**config.mk**
```make
export PLATFORM = sky130hd
export DESIGN_NAME = block_buffer_cache_write_directory_unit_flat
export DESIGN_NICKNAME = d
export VERILOG_FILES = /design/src/design/bbcwd_pkg.sv /design/src/design/bbcwd_ifs.sv /design/src/design/bbcwd_cell.sv /design/src/design/block_buffer_cache_write_directory_unit.sv /design/src/flat_wrapper.sv
export SDC_FILE = /design/constraint.sdc
export NUM_CORES = 1
export LEC_CHECK = 0
export ABC_AREA = 1
export BUFFER_PORTS_ARGS = -buffer_cell sky130_fd_sc_hd__clkbuf_2
export CORE_MARGIN = 1.5
export CORE_UTILIZATION = 40
export DETAILED_ROUTE_END_ITERATION = 10
export PLACE_DENSITY_LB_ADDON = 0.25
export SYNTH_ARGS = -nofsm -noshare
export SYNTH_HDL_FRONTEND = slang
export SYNTH_SLANG_ARGS = --single-unit
```
**constraint.sdc**
```tcl
create_clock -name clk -period 6 [get_ports clk]
set_input_delay 1.5 -clock clk [delete_from_list [all_inputs] [get_ports clk]]
set_output_delay 1.5 -clock clk [all_outputs]
set_load 0.01 [all_outputs]
```
**src/design/bbcwd_pkg.sv**
```systemverilog
// types and constants shared by the write directory files
package bbcwd_pkg;

	localparam int DEV_W      = 4;
	localparam int BLK_W      = 16;
	localparam int OUT_SLOT_W = 4;
	localparam int STATUS_W   = 2;
	localparam int CFG_IDX_W  = 2;

	localparam logic [STATUS_W-1:0] STATUS_OK        = 2'd0;
	localparam logic [STATUS_W-1:0] STATUS_CLOSED    = 2'd1;
	localparam logic [STATUS_W-1:0] STATUS_NO_VICTIM = 2'd2;

	localparam logic [CFG_IDX_W-1:0] REG_WRITE_POLICY   = 2'd0;
	localparam logic [CFG_IDX_W-1:0] REG_REPLACE_POLICY = 2'd1;
	localparam logic [CFG_IDX_W-1:0] REG_CACHE_CLOSED   = 2'd2;

	// tag and dirty flag of one cached block
	typedef struct packed {
		logic [DEV_W-1:0] dev;
		logic [BLK_W-1:0] blk;
		logic             dirty;
	} entry_t;

	// per-cycle command broadcast to the cell row
	typedef struct packed {
		logic shift;
		logic load_match;
	} cell_cmd_t;

	typedef struct packed {
		logic [STATUS_W-1:0]   status;
		logic                  hit;
		logic                  slot_valid;
		logic [OUT_SLOT_W-1:0] slot;
		logic                  write_to_disk;
		logic                  evict_writeback;
		logic [DEV_W-1:0]      evicted_device;
		logic [BLK_W-1:0]      evicted_block;
		logic [OUT_SLOT_W-1:0] evicted_slot;
	} rsp_t;

endpackage

```
**src/design/bbcwd_ifs.sv**
```systemverilog
// handshake channel interfaces: write request, directory response, register write
interface bbcwd_req_if;
	logic                        valid;
	logic                        ready;
	logic [bbcwd_pkg::DEV_W-1:0] device_id;
	logic [bbcwd_pkg::BLK_W-1:0] block_number;

	modport source (output valid, device_id, block_number, input ready);
	modport sink (input valid, device_id, block_number, output ready);
endinterface

interface bbcwd_rsp_if;
	logic                             valid;
	logic                             ready;
	logic [bbcwd_pkg::STATUS_W-1:0]   status;
	logic                             hit;
	logic                             slot_valid;
	logic [bbcwd_pkg::OUT_SLOT_W-1:0] slot;
	logic                             write_to_disk;
	logic                             evict_writeback;
	logic [bbcwd_pkg::DEV_W-1:0]      evicted_device;
	logic [bbcwd_pkg::BLK_W-1:0]      evicted_block;
	logic [bbcwd_pkg::OUT_SLOT_W-1:0] evicted_slot;

	modport source (output valid, status, hit, slot_valid, slot, write_to_disk,
		evict_writeback, evicted_device, evicted_block, evicted_slot, input ready);
	modport sink (input valid, status, hit, slot_valid, slot, write_to_disk,
		evict_writeback, evicted_device, evicted_block, evicted_slot, output ready);
endinterface

interface bbcwd_cfg_if;
	logic                            valid;
	logic                            ready;
	logic [bbcwd_pkg::CFG_IDX_W-1:0] index;
	logic                            data;

	modport source (output valid, index, data, input ready);
	modport sink (input valid, index, data, output ready);
endinterface

```
**src/design/bbcwd_cell.sv**
```systemverilog
// one position of the order list: slot, tag, dirty flag and tag compare
module bbcwd_cell #(
	parameter int SLOT_W = 4
) (
	input  logic                        clk,
	input  logic                        arst_n,
	input  logic                        cmp_en,
	input  logic [bbcwd_pkg::DEV_W-1:0] req_dev,
	input  logic [bbcwd_pkg::BLK_W-1:0] req_blk,
	input  bbcwd_pkg::cell_cmd_t        cmd,
	input  logic                        load_tail,
	input  logic [SLOT_W-1:0]           load_slot,
	input  bbcwd_pkg::entry_t           load_entry,
	input  logic                        next_valid,
	input  logic [SLOT_W-1:0]           next_slot,
	input  bbcwd_pkg::entry_t           next_entry,
	input  logic                        seen_in,
	output logic                        seen_out,
	output logic                        valid,
	output logic [SLOT_W-1:0]           slot,
	output bbcwd_pkg::entry_t           entry,
	output logic                        match,
	output logic [SLOT_W-1:0]           hit_slot
);

	logic                valid_q;
	logic                match_q;
	logic [SLOT_W-1:0]   slot_q;
	bbcwd_pkg::entry_t   entry_q;
	logic                seen_here;
	logic                load_here;
	logic                shift_here;

	// seen marks this position and all later ones once the hit or head is passed
	assign seen_here  = seen_in | match_q;
	assign seen_out   = seen_here;
	assign load_here  = load_tail | (cmd.load_match & match_q);
	assign shift_here = cmd.shift & seen_here & next_valid & ~load_here;

	always_ff @(posedge clk or negedge arst_n) begin
		if (!arst_n) begin
			valid_q <= 1'b0;
			match_q <= 1'b0;
		end else begin
			if (cmp_en)
				match_q <= valid_q && (entry_q.dev == req_dev) && (entry_q.blk == req_blk);
			if (load_here)
				valid_q <= 1'b1;
		end
	end

	always_ff @(posedge clk) begin
		if (load_here) begin
			slot_q  <= load_slot;
			entry_q <= load_entry;
		end else if (shift_here) begin
			slot_q  <= next_slot;
			entry_q <= next_entry;
		end
	end

	assign valid    = valid_q;
	assign slot     = slot_q;
	assign entry    = entry_q;
	assign match    = match_q;
	assign hit_slot = match_q ? slot_q : '0;

endmodule

```
**src/design/block_buffer_cache_write_directory_unit.sv**
```systemverilog
// Write-request directory of a fully associative block buffer cache with NBUF slots. The order
// list is a row of NBUF cells, oldest entry at cell 0; each cell holds a slot number, its device
// and block tag and a dirty flag. A request passes the compare state, where every cell compares
// its tag against the request, then the update state, where the hit, allocation or eviction is
// resolved; where an entry moves to the tail, the cells behind it shift one place toward the
// head. The update waits while the response register is full. A new request can be taken in
// the update state of the previous one, while the response register is free. The register
// write port is always ready; registers should be written only while no request is in flight.
module block_buffer_cache_write_directory_unit #(
	parameter int NBUF = 16
) (
	input  logic clk,
	input  logic arst_n,
	bbcwd_req_if.sink   req,
	bbcwd_rsp_if.source rsp,
	bbcwd_cfg_if.sink   cfg
);

	localparam int SLOT_W = (NBUF > 1) ? $clog2(NBUF) : 1;
	localparam int CNT_W  = $clog2(NBUF + 1);
	localparam logic [CNT_W-1:0] NBUF_CNT = CNT_W'(NBUF);

	localparam logic [1:0] ST_IDLE = 2'd0;
	localparam logic [1:0] ST_CMP  = 2'd1;
	localparam logic [1:0] ST_UPD  = 2'd2;

	logic [1:0]                  state_q;
	logic [bbcwd_pkg::DEV_W-1:0] req_dev_q;
	logic [bbcwd_pkg::BLK_W-1:0] req_blk_q;
	logic                        write_policy_q;
	logic                        replace_policy_q;
	logic                        cache_closed_q;
	logic [CNT_W-1:0]            cnt_q;
	logic [CNT_W-1:0]            free_q;
	logic                        rsp_valid_q;
	bbcwd_pkg::rsp_t             rsp_q;

	logic                        finish;
	logic                        do_upd;
	logic                        req_xfer;
	bbcwd_pkg::rsp_t             res;
	bbcwd_pkg::cell_cmd_t        cmd;
	logic                        tail_en;
	logic [CNT_W-1:0]            tail_idx;
	logic [SLOT_W-1:0]           tail_slot;
	bbcwd_pkg::entry_t           tail_entry;
	logic                        seen_head;
	logic                        alloc;
	logic                        any_hit;
	logic [SLOT_W-1:0]           hit_slot_or;

	logic                        cell_valid [0:NBUF];
	logic [SLOT_W-1:0]           cell_slot  [0:NBUF];
	bbcwd_pkg::entry_t           cell_entry [0:NBUF];
	logic                        seen       [0:NBUF];
	logic [SLOT_W-1:0]           cell_hit_slot [NBUF];
	logic [NBUF-1:0]             cell_match;
	logic [NBUF-1:0]             load_tail;

	assign finish   = !rsp_valid_q || rsp.ready;
	assign do_upd   = (state_q == ST_UPD) && finish;
	assign req.ready = (state_q == ST_IDLE) || do_upd;
	assign req_xfer = req.valid && req.ready;
	assign cfg.ready = 1'b1;

	always_ff @(posedge clk or negedge arst_n) begin
		if (!arst_n) begin
			write_policy_q   <= 1'b0;
			replace_policy_q <= 1'b0;
			cache_closed_q   <= 1'b0;
		end else if (cfg.valid) begin
			case (cfg.index)
				bbcwd_pkg::REG_WRITE_POLICY:   write_policy_q   <= cfg.data;
				bbcwd_pkg::REG_REPLACE_POLICY: replace_policy_q <= cfg.data;
				bbcwd_pkg::REG_CACHE_CLOSED:   cache_closed_q   <= cfg.data;
				default: ;
			endcase
		end
	end

	always_ff @(posedge clk or negedge arst_n) begin
		if (!arst_n) begin
			state_q <= ST_IDLE;
		end else begin
			case (state_q)
				ST_IDLE: if (req_xfer) state_q <= ST_CMP;
				ST_CMP:  state_q <= ST_UPD;
				ST_UPD: begin
					if (req_xfer)
						state_q <= ST_CMP;
					else if (finish)
						state_q <= ST_IDLE;
				end
				default: state_q <= ST_IDLE;
			endcase
		end
	end

	always_ff @(posedge clk) begin
		if (req_xfer) begin
			req_dev_q <= req.device_id;
			req_blk_q <= req.block_number;
		end
	end

	// hit slot: at most one cell matches since tags are unique in the list
	always_comb begin
		hit_slot_or = '0;
		for (int i = 0; i < NBUF; i++)
			hit_slot_or = hit_slot_or | cell_hit_slot[i];
	end
	assign any_hit = |cell_match;

	always_comb begin
		res        = '0;
		cmd        = '0;
		tail_en    = 1'b0;
		tail_idx   = cnt_q - CNT_W'(1);
		tail_slot  = cell_slot[0];
		seen_head  = 1'b0;
		alloc      = 1'b0;
		tail_entry.dev   = req_dev_q;
		tail_entry.blk   = req_blk_q;
		tail_entry.dirty = 1'b1;
		if (cache_closed_q) begin
			res.status = bbcwd_pkg::STATUS_CLOSED;
		end else if (any_hit) begin
			res.hit           = 1'b1;
			res.slot_valid    = 1'b1;
			res.slot          = bbcwd_pkg::OUT_SLOT_W'(hit_slot_or);
			res.write_to_disk = !write_policy_q;
			tail_entry.dirty  = write_policy_q;
			tail_slot         = hit_slot_or;
			if (replace_policy_q) begin
				cmd.shift = 1'b1;
				tail_en   = 1'b1;
			end else begin
				cmd.load_match = 1'b1;
			end
		end else if (!write_policy_q) begin
			res.write_to_disk = 1'b1;
		end else if ((free_q != '0) && (cnt_q < NBUF_CNT)) begin
			alloc          = 1'b1;
			tail_en        = 1'b1;
			tail_idx       = cnt_q;
			tail_slot      = SLOT_W'(NBUF_CNT - free_q);
			res.slot_valid = 1'b1;
			res.slot       = bbcwd_pkg::OUT_SLOT_W'(tail_slot);
		end else if (cnt_q < CNT_W'(2)) begin
			res.status = bbcwd_pkg::STATUS_NO_VICTIM;
		end else begin
			// evict the head and reuse its slot at the tail
			seen_head      = 1'b1;
			cmd.shift      = 1'b1;
			tail_en        = 1'b1;
			res.slot_valid = 1'b1;
			res.slot       = bbcwd_pkg::OUT_SLOT_W'(cell_slot[0]);
			if (cell_entry[0].dirty) begin
				res.evict_writeback = 1'b1;
				res.evicted_device  = cell_entry[0].dev;
				res.evicted_block   = cell_entry[0].blk;
				res.evicted_slot    = bbcwd_pkg::OUT_SLOT_W'(cell_slot[0]);
			end
		end
		if (!do_upd) begin
			cmd     = '0;
			tail_en = 1'b0;
			alloc   = 1'b0;
		end
	end

	always_comb begin
		for (int i = 0; i < NBUF; i++)
			load_tail[i] = tail_en && (tail_idx == CNT_W'(i));
	end

	always_ff @(posedge clk or negedge arst_n) begin
		if (!arst_n) begin
			cnt_q  <= '0;
			free_q <= NBUF_CNT;
		end else if (alloc) begin
			cnt_q  <= cnt_q + CNT_W'(1);
			free_q <= free_q - CNT_W'(1);
		end
	end

	always_ff @(posedge clk or negedge arst_n) begin
		if (!arst_n) begin
			rsp_valid_q <= 1'b0;
		end else if (do_upd) begin
			rsp_valid_q <= 1'b1;
		end else if (rsp.ready) begin
			rsp_valid_q <= 1'b0;
		end
	end

	always_ff @(posedge clk) begin
		if (do_upd)
			rsp_q <= res;
	end

	assign cell_valid[NBUF] = 1'b0;
	assign cell_slot[NBUF]  = '0;
	assign cell_entry[NBUF] = '0;
	assign seen[0]          = seen_head;

	for (genvar g = 0; g < NBUF; g++) begin : g_cell
		bbcwd_cell #(
			.SLOT_W(SLOT_W)
		) u_cell (
			.clk        (clk),
			.arst_n     (arst_n),
			.cmp_en     (state_q == ST_CMP),
			.req_dev    (req_dev_q),
			.req_blk    (req_blk_q),
			.cmd        (cmd),
			.load_tail  (load_tail[g]),
			.load_slot  (tail_slot),
			.load_entry (tail_entry),
			.next_valid (cell_valid[g+1]),
			.next_slot  (cell_slot[g+1]),
			.next_entry (cell_entry[g+1]),
			.seen_in    (seen[g]),
			.seen_out   (seen[g+1]),
			.valid      (cell_valid[g]),
			.slot       (cell_slot[g]),
			.entry      (cell_entry[g]),
			.match      (cell_match[g]),
			.hit_slot   (cell_hit_slot[g])
		);
	end

	assign rsp.valid           = rsp_valid_q;
	assign rsp.status          = rsp_q.status;
	assign rsp.hit             = rsp_q.hit;
	assign rsp.slot_valid      = rsp_q.slot_valid;
	assign rsp.slot            = rsp_q.slot;
	assign rsp.write_to_disk   = rsp_q.write_to_disk;
	assign rsp.evict_writeback = rsp_q.evict_writeback;
	assign rsp.evicted_device  = rsp_q.evicted_device;
	assign rsp.evicted_block   = rsp_q.evicted_block;
	assign rsp.evicted_slot    = rsp_q.evicted_slot;

endmodule
```
**src/flat_wrapper.sv**
```systemverilog
// flat-port wrapper written by rule: the top's interface ports become plain ports
module block_buffer_cache_write_directory_unit_flat 
#(
	parameter int NBUF = 16
)
  (clk, arst_n, req_valid, req_device_id, req_block_number, req_ready, rsp_valid, rsp_status, rsp_hit, rsp_slot_valid, rsp_slot, rsp_write_to_disk, rsp_evict_writeback, rsp_evicted_device, rsp_evicted_block, rsp_evicted_slot, rsp_ready, cfg_valid, cfg_index, cfg_data, cfg_ready);
  bbcwd_req_if req_i ();
  bbcwd_rsp_if rsp_i ();
  bbcwd_cfg_if cfg_i ();
  input  logic clk;
  input  logic arst_n;
  input wire logic [$bits(req_i.valid)-1:0] req_valid;
  input wire logic [$bits(req_i.device_id)-1:0] req_device_id;
  input wire logic [$bits(req_i.block_number)-1:0] req_block_number;
  output wire logic [$bits(req_i.ready)-1:0] req_ready;
  output wire logic [$bits(rsp_i.valid)-1:0] rsp_valid;
  output wire logic [$bits(rsp_i.status)-1:0] rsp_status;
  output wire logic [$bits(rsp_i.hit)-1:0] rsp_hit;
  output wire logic [$bits(rsp_i.slot_valid)-1:0] rsp_slot_valid;
  output wire logic [$bits(rsp_i.slot)-1:0] rsp_slot;
  output wire logic [$bits(rsp_i.write_to_disk)-1:0] rsp_write_to_disk;
  output wire logic [$bits(rsp_i.evict_writeback)-1:0] rsp_evict_writeback;
  output wire logic [$bits(rsp_i.evicted_device)-1:0] rsp_evicted_device;
  output wire logic [$bits(rsp_i.evicted_block)-1:0] rsp_evicted_block;
  output wire logic [$bits(rsp_i.evicted_slot)-1:0] rsp_evicted_slot;
  input wire logic [$bits(rsp_i.ready)-1:0] rsp_ready;
  input wire logic [$bits(cfg_i.valid)-1:0] cfg_valid;
  input wire logic [$bits(cfg_i.index)-1:0] cfg_index;
  input wire logic [$bits(cfg_i.data)-1:0] cfg_data;
  output wire logic [$bits(cfg_i.ready)-1:0] cfg_ready;
  assign req_i.valid = req_valid;
  assign req_i.device_id = req_device_id;
  assign req_i.block_number = req_block_number;
  assign req_ready = req_i.ready;
  assign rsp_valid = rsp_i.valid;
  assign rsp_status = rsp_i.status;
  assign rsp_hit = rsp_i.hit;
  assign rsp_slot_valid = rsp_i.slot_valid;
  assign rsp_slot = rsp_i.slot;
  assign rsp_write_to_disk = rsp_i.write_to_disk;
  assign rsp_evict_writeback = rsp_i.evict_writeback;
  assign rsp_evicted_device = rsp_i.evicted_device;
  assign rsp_evicted_block = rsp_i.evicted_block;
  assign rsp_evicted_slot = rsp_i.evicted_slot;
  assign rsp_i.ready = rsp_ready;
  assign cfg_i.valid = cfg_valid;
  assign cfg_i.index = cfg_index;
  assign cfg_i.data = cfg_data;
  assign cfg_ready = cfg_i.ready;
  block_buffer_cache_write_directory_unit #(.NBUF(NBUF)) u_core (.clk(clk), .arst_n(arst_n), .req(req_i), .rsp(rsp_i), .cfg(cfg_i));
endmodule
```
==> flow_summary.json <==
{
  "grt_pass1_wl_um": 132000,
  "fp.coreArea_um2": 66200,
  "initial_core_util": 0.407,
  "htree_levels": 2,
  "async_flop_share": 0.0956,
  "hold_viol_final": 0,
  "synth-main-ff-cell": "edfxtp_1",
  "drc": 0,
  "synth-seq-cells": 502,
  "worstSkewPairLatency_ps": 620,
  "fin_skew_ps": 26.6,
  "ctsResizeCount": 0,
  "netlist_instances": 2919,
  "wirelength_um": 89300,
  "min_from": "u_core.free_q[0]",
  "dpl_cell_area_um2": 27800,
  "slowest_stage": "nand2_1",
  "r2r-end": "u_core.g_cell[14].u_cell.entry[0]",
  "yosysMostFrequentCell": "nand2_1",
  "hold_class": "register to register",
  "io_buffers": 63,
  "gp_congestion": 0.960,
  "die_h_um": 263,
  "dr.pass1.iters": 6,
  "final_core_util": 0.447,
  "syn-num-nets": 2951,
  "timing_worst_slew_pin_value_ps": 1240,
  "cp_max_fo": 26,
  "vias_per_cell": 5.73,
  "synthTopCellsByCount": "995 x nand2_1, 454 x edfxtp_1, 454 x nand3_1",
  "cpMostUsedCell": "nand2_1",
  "status": "completed",
  "antenna_left": 0,
  "slew_headroom": 0.171,
  "reg2regPathDepth": 12,
  "crit_chain": "clkbuf_2 -> inv_1 -> nand2_1 -> nand2_1 -> nor2_1 -> nand2_1 -> inv_2 -> nand2_1 -> nand2_4 -> inv_1 -> nand2_1",
  "finalMaxSlewViolations": 0,
  "r2r_setup_slack_ps": 2010,
  "cts_hold_buffers": 0,
  "synth_enable_flop_cells": 454,
  "fin_setup_tns_ps": 0,
  "fp.dieW_um": 263,
  "crit_buf_inv": 4,
  "worstHoldEndpoint": "u_core.free_q[0]",
  "grt_pass1_vias": 20600,
  "io_pins": 65,
  "cap_violations": 0,
  "fin_crit_sh": 0.739,
  "synth_fa_ha_area_frac": 0.00186,
  "yosys.area_share.simple": 0.298,
  "hold_ws_ps": 467,
  "end_kind": "register",
  "worstPathRequired_ps": 6230,
  "area_growth_pct": 9.89,
  "powerDensity_nw_per_um2": 309,
  "synth_cell_type_count": 46,
  "ys_warn_count": 0,
  "final_area_um2": 29600,
  "tritoncts": "done",
  "critical_path_class": "primary input to register",
  "cts_root_buf": "clkbuf_16",
  "wire_per_inst_um": 23.4,
  "start_kind": "primary input",
  "drt_iter0_markers": 2861,
  "overflow": 0,
  "critPathMaxStageDelay_ps": 750,
  "synth_compound_area_frac": 0.0343,
  "fmax_ghz": 0.226,
  "yosysSeqAreaShare": 0.550,
  "clockBufferDepth": 3,
  "clkSlewWorstSetupHoldPaths_ps": 60,
  "row_count": 94,
  "vias": 21900,
  "power.leakage_nw": 12.3,
  "antenna_found_initial": 0,
  "vdd_drop_max_mv": 0.236,
  "synth-xor-area-share": 0.0604,
  "dp_hpwl_um": 61000,
  "rsz0062_at_grt": "no",
  "syn_area_per_cell_um2": 9.24,
  "timing.final.crit_period_ps": 4430,
  "n_fill_cell": 6270,
  "grtUsageTotal": 0.255,
  "grt_max_degree": 49,
  "cts_sinks": 502,
  "yosysTopAreaCell": "edfxtp_1",
  "r2r-start": "u_core.free_q[0]",
  "synth_top_family_by_area": "simple AND/OR/NAND/NOR gates",
  "setup-violations-final": 0,
  "cts_buffers": 55,
  "startpoint": "rsp_ready",
  "cts_setup_buffers": 0,
  "netlist_area_um2": 27000,
  "synth_top_area_share": 0.506,
  "crit_family": "simple AND/OR/NAND/NOR gates",
  "muxShareOfSynthArea": 0,
  "yosys-top-cells-area": "edfxtp_1 51%, nand2_1 14%, nand3_1 8.4%, dfrtp_1 4.4%, xnor2_1 3.0%",
  "die_area_um2": 69000,
  "drive_gt1_frac": 0.111,
  "arrival_ps": 4670,
  "hold_depth": 1,
  "layout.nets": 2936
}
[worst reg2reg max path, cell delays in order, from the launching register on]
cell	delay (ps)
dfrtp_1	390
inv_1	230
ha_1	250
nand3_1	210
nand3_2	220
nor2_4	70
o21ai_2	450
inv_4	120
nor2_8	230
nand2_4	220
nand2_4	300
inv_1	100
nand2_1	810
[per-stage QoR]
stage / worst slack [ps] / cells / power (mW)
CTS: 1600 / 3815 / 9.15
global placement: 1200 / 3711 / 5.67
floorplan: 1810 / 2919 / 4.99
finish: 1570 / 3816 / 9.16
global route: 1240 / 3815 / 9.41
detailed placement: 956 / 3711 / 5.71
[per-layer routing]
metal | part of all wire | global-route usage
met4 | 0.034 | 0.0902
met5 | 0 | 0
met1 | 0.41 | 0.355
met2 | 0.44 | 0.390
met3 | 0.11 | 0.0558
[power by group]
part	internal [mW]	switching, mW	leakage [nW]
registers	3.97	0.0810	4.67
logic	0.410	1.21	6.70
clock network	2.02	1.46	0.903
[cell usage in the layout, fill, tap and decap left out, types with 3 or more instances in the layout]
| cell | n |
|---|---|
| o211ai_1 | 7 |
| xnor2_1 | 93 |
| nor3_1 | 22 |
| o21ai_0 | 44 |
| clkinv_1 | 4 |
| nand3b_1 | 4 |
| ha_1 | 4 |
| nand2_2 | 9 |
| nand4_1 | 51 |
| o22ai_1 | 25 |
| clkinv_2 | 12 |
| bufinv_16 | 5 |
| a22o_1 | 11 |
| a21oi_1 | 7 |
| clkinvlp_4 | 4 |
| clkbuf_8 | 9 |
| nand3_4 | 3 |
| nor2_1 | 96 |
| inv_6 | 4 |
| or2_2 | 51 |
| xor2_1 | 93 |
| edfxtp_1 | 454 |
| clkbuf_1 | 12 |
| dfrtp_1 | 47 |
| nand2_1 | 995 |
| inv_2 | 3 |
| o2111ai_1 | 11 |
| clkbuf_2 | 63 |
| nor2_8 | 3 |
| buf_4 | 56 |
| clkbuf_16 | 55 |
| nor2_2 | 3 |
| nor2_4 | 11 |
| a221oi_1 | 19 |
| nand2_4 | 28 |
| nor4_1 | 34 |
| nand3_1 | 454 |
| inv_1 | 121 |
[kinds of logic (layout without fill, tap and decap cells)]
logic type | count (synthesis) | count (layout)
and+or+nand+nor | 1769 | 1769
DFF | 502 | 502
buffers and inverters | 320 | 352
xor gates and xnor gates | 186 | 186
AOI/OAI and AO/OA | 137 | 137
adders and majority gates | 4 | 4
other | 1 | 2
[flip-flops by register name, indices dropped and copies added, names as in the netlist, 2 cells and up]
register,count
u_core.state_q,2
u_core.g_cell.u_cell.match,16
u_core.rsp.slot,4
u_core.free_q,5
u_core.rsp.status,2
u_core.g_cell.u_cell.valid,16
u_core.req_dev_q,4
u_core.rsp.evicted_device,4
u_core.rsp.evicted_block,16
u_core.g_cell.u_cell.slot,64
u_core.cnt_q,5
u_core.req_blk_q,16
u_core.rsp.evicted_slot,4
u_core.g_cell.u_cell.entry,336
[how the worst max path moves through the flow]
stage | to | slack, ps | depth (start not counted)
6_report | u_core.g_cell[12].u_cell.entry[12] | 1570 | 11
3_5_place_dp | u_core.g_cell[12].u_cell.entry[5] | 960 | 11
4_1_cts | u_core.g_cell[12].u_cell.entry[12] | 1600 | 11
3_3_place_gp | u_core.g_cell[12].u_cell.entry[2] | 1200 | 11
5_1_grt | u_core.g_cell[12].u_cell.entry[12] | 1240 | 11
2_1_floorplan | u_core.g_cell[15].u_cell.entry[0] | 1810 | 6
[layout make-up]
type	count	area [um^2]	share of cell area
Multi-Input combinational cell	2097	10600	0.359
Timing Repair Buffer	119	736	0.0248
Inverter	129	489	0.0165
Tap cell	864	1080	0.0365
Antenna cell	1	2.50	0.0000845
Sequential cell	502	14800	0.501
Clock buffer	76	1550	0.0522
Clock inverter	28	297	0.0100
Note: power is estimated with default switching activity, not from simulation.
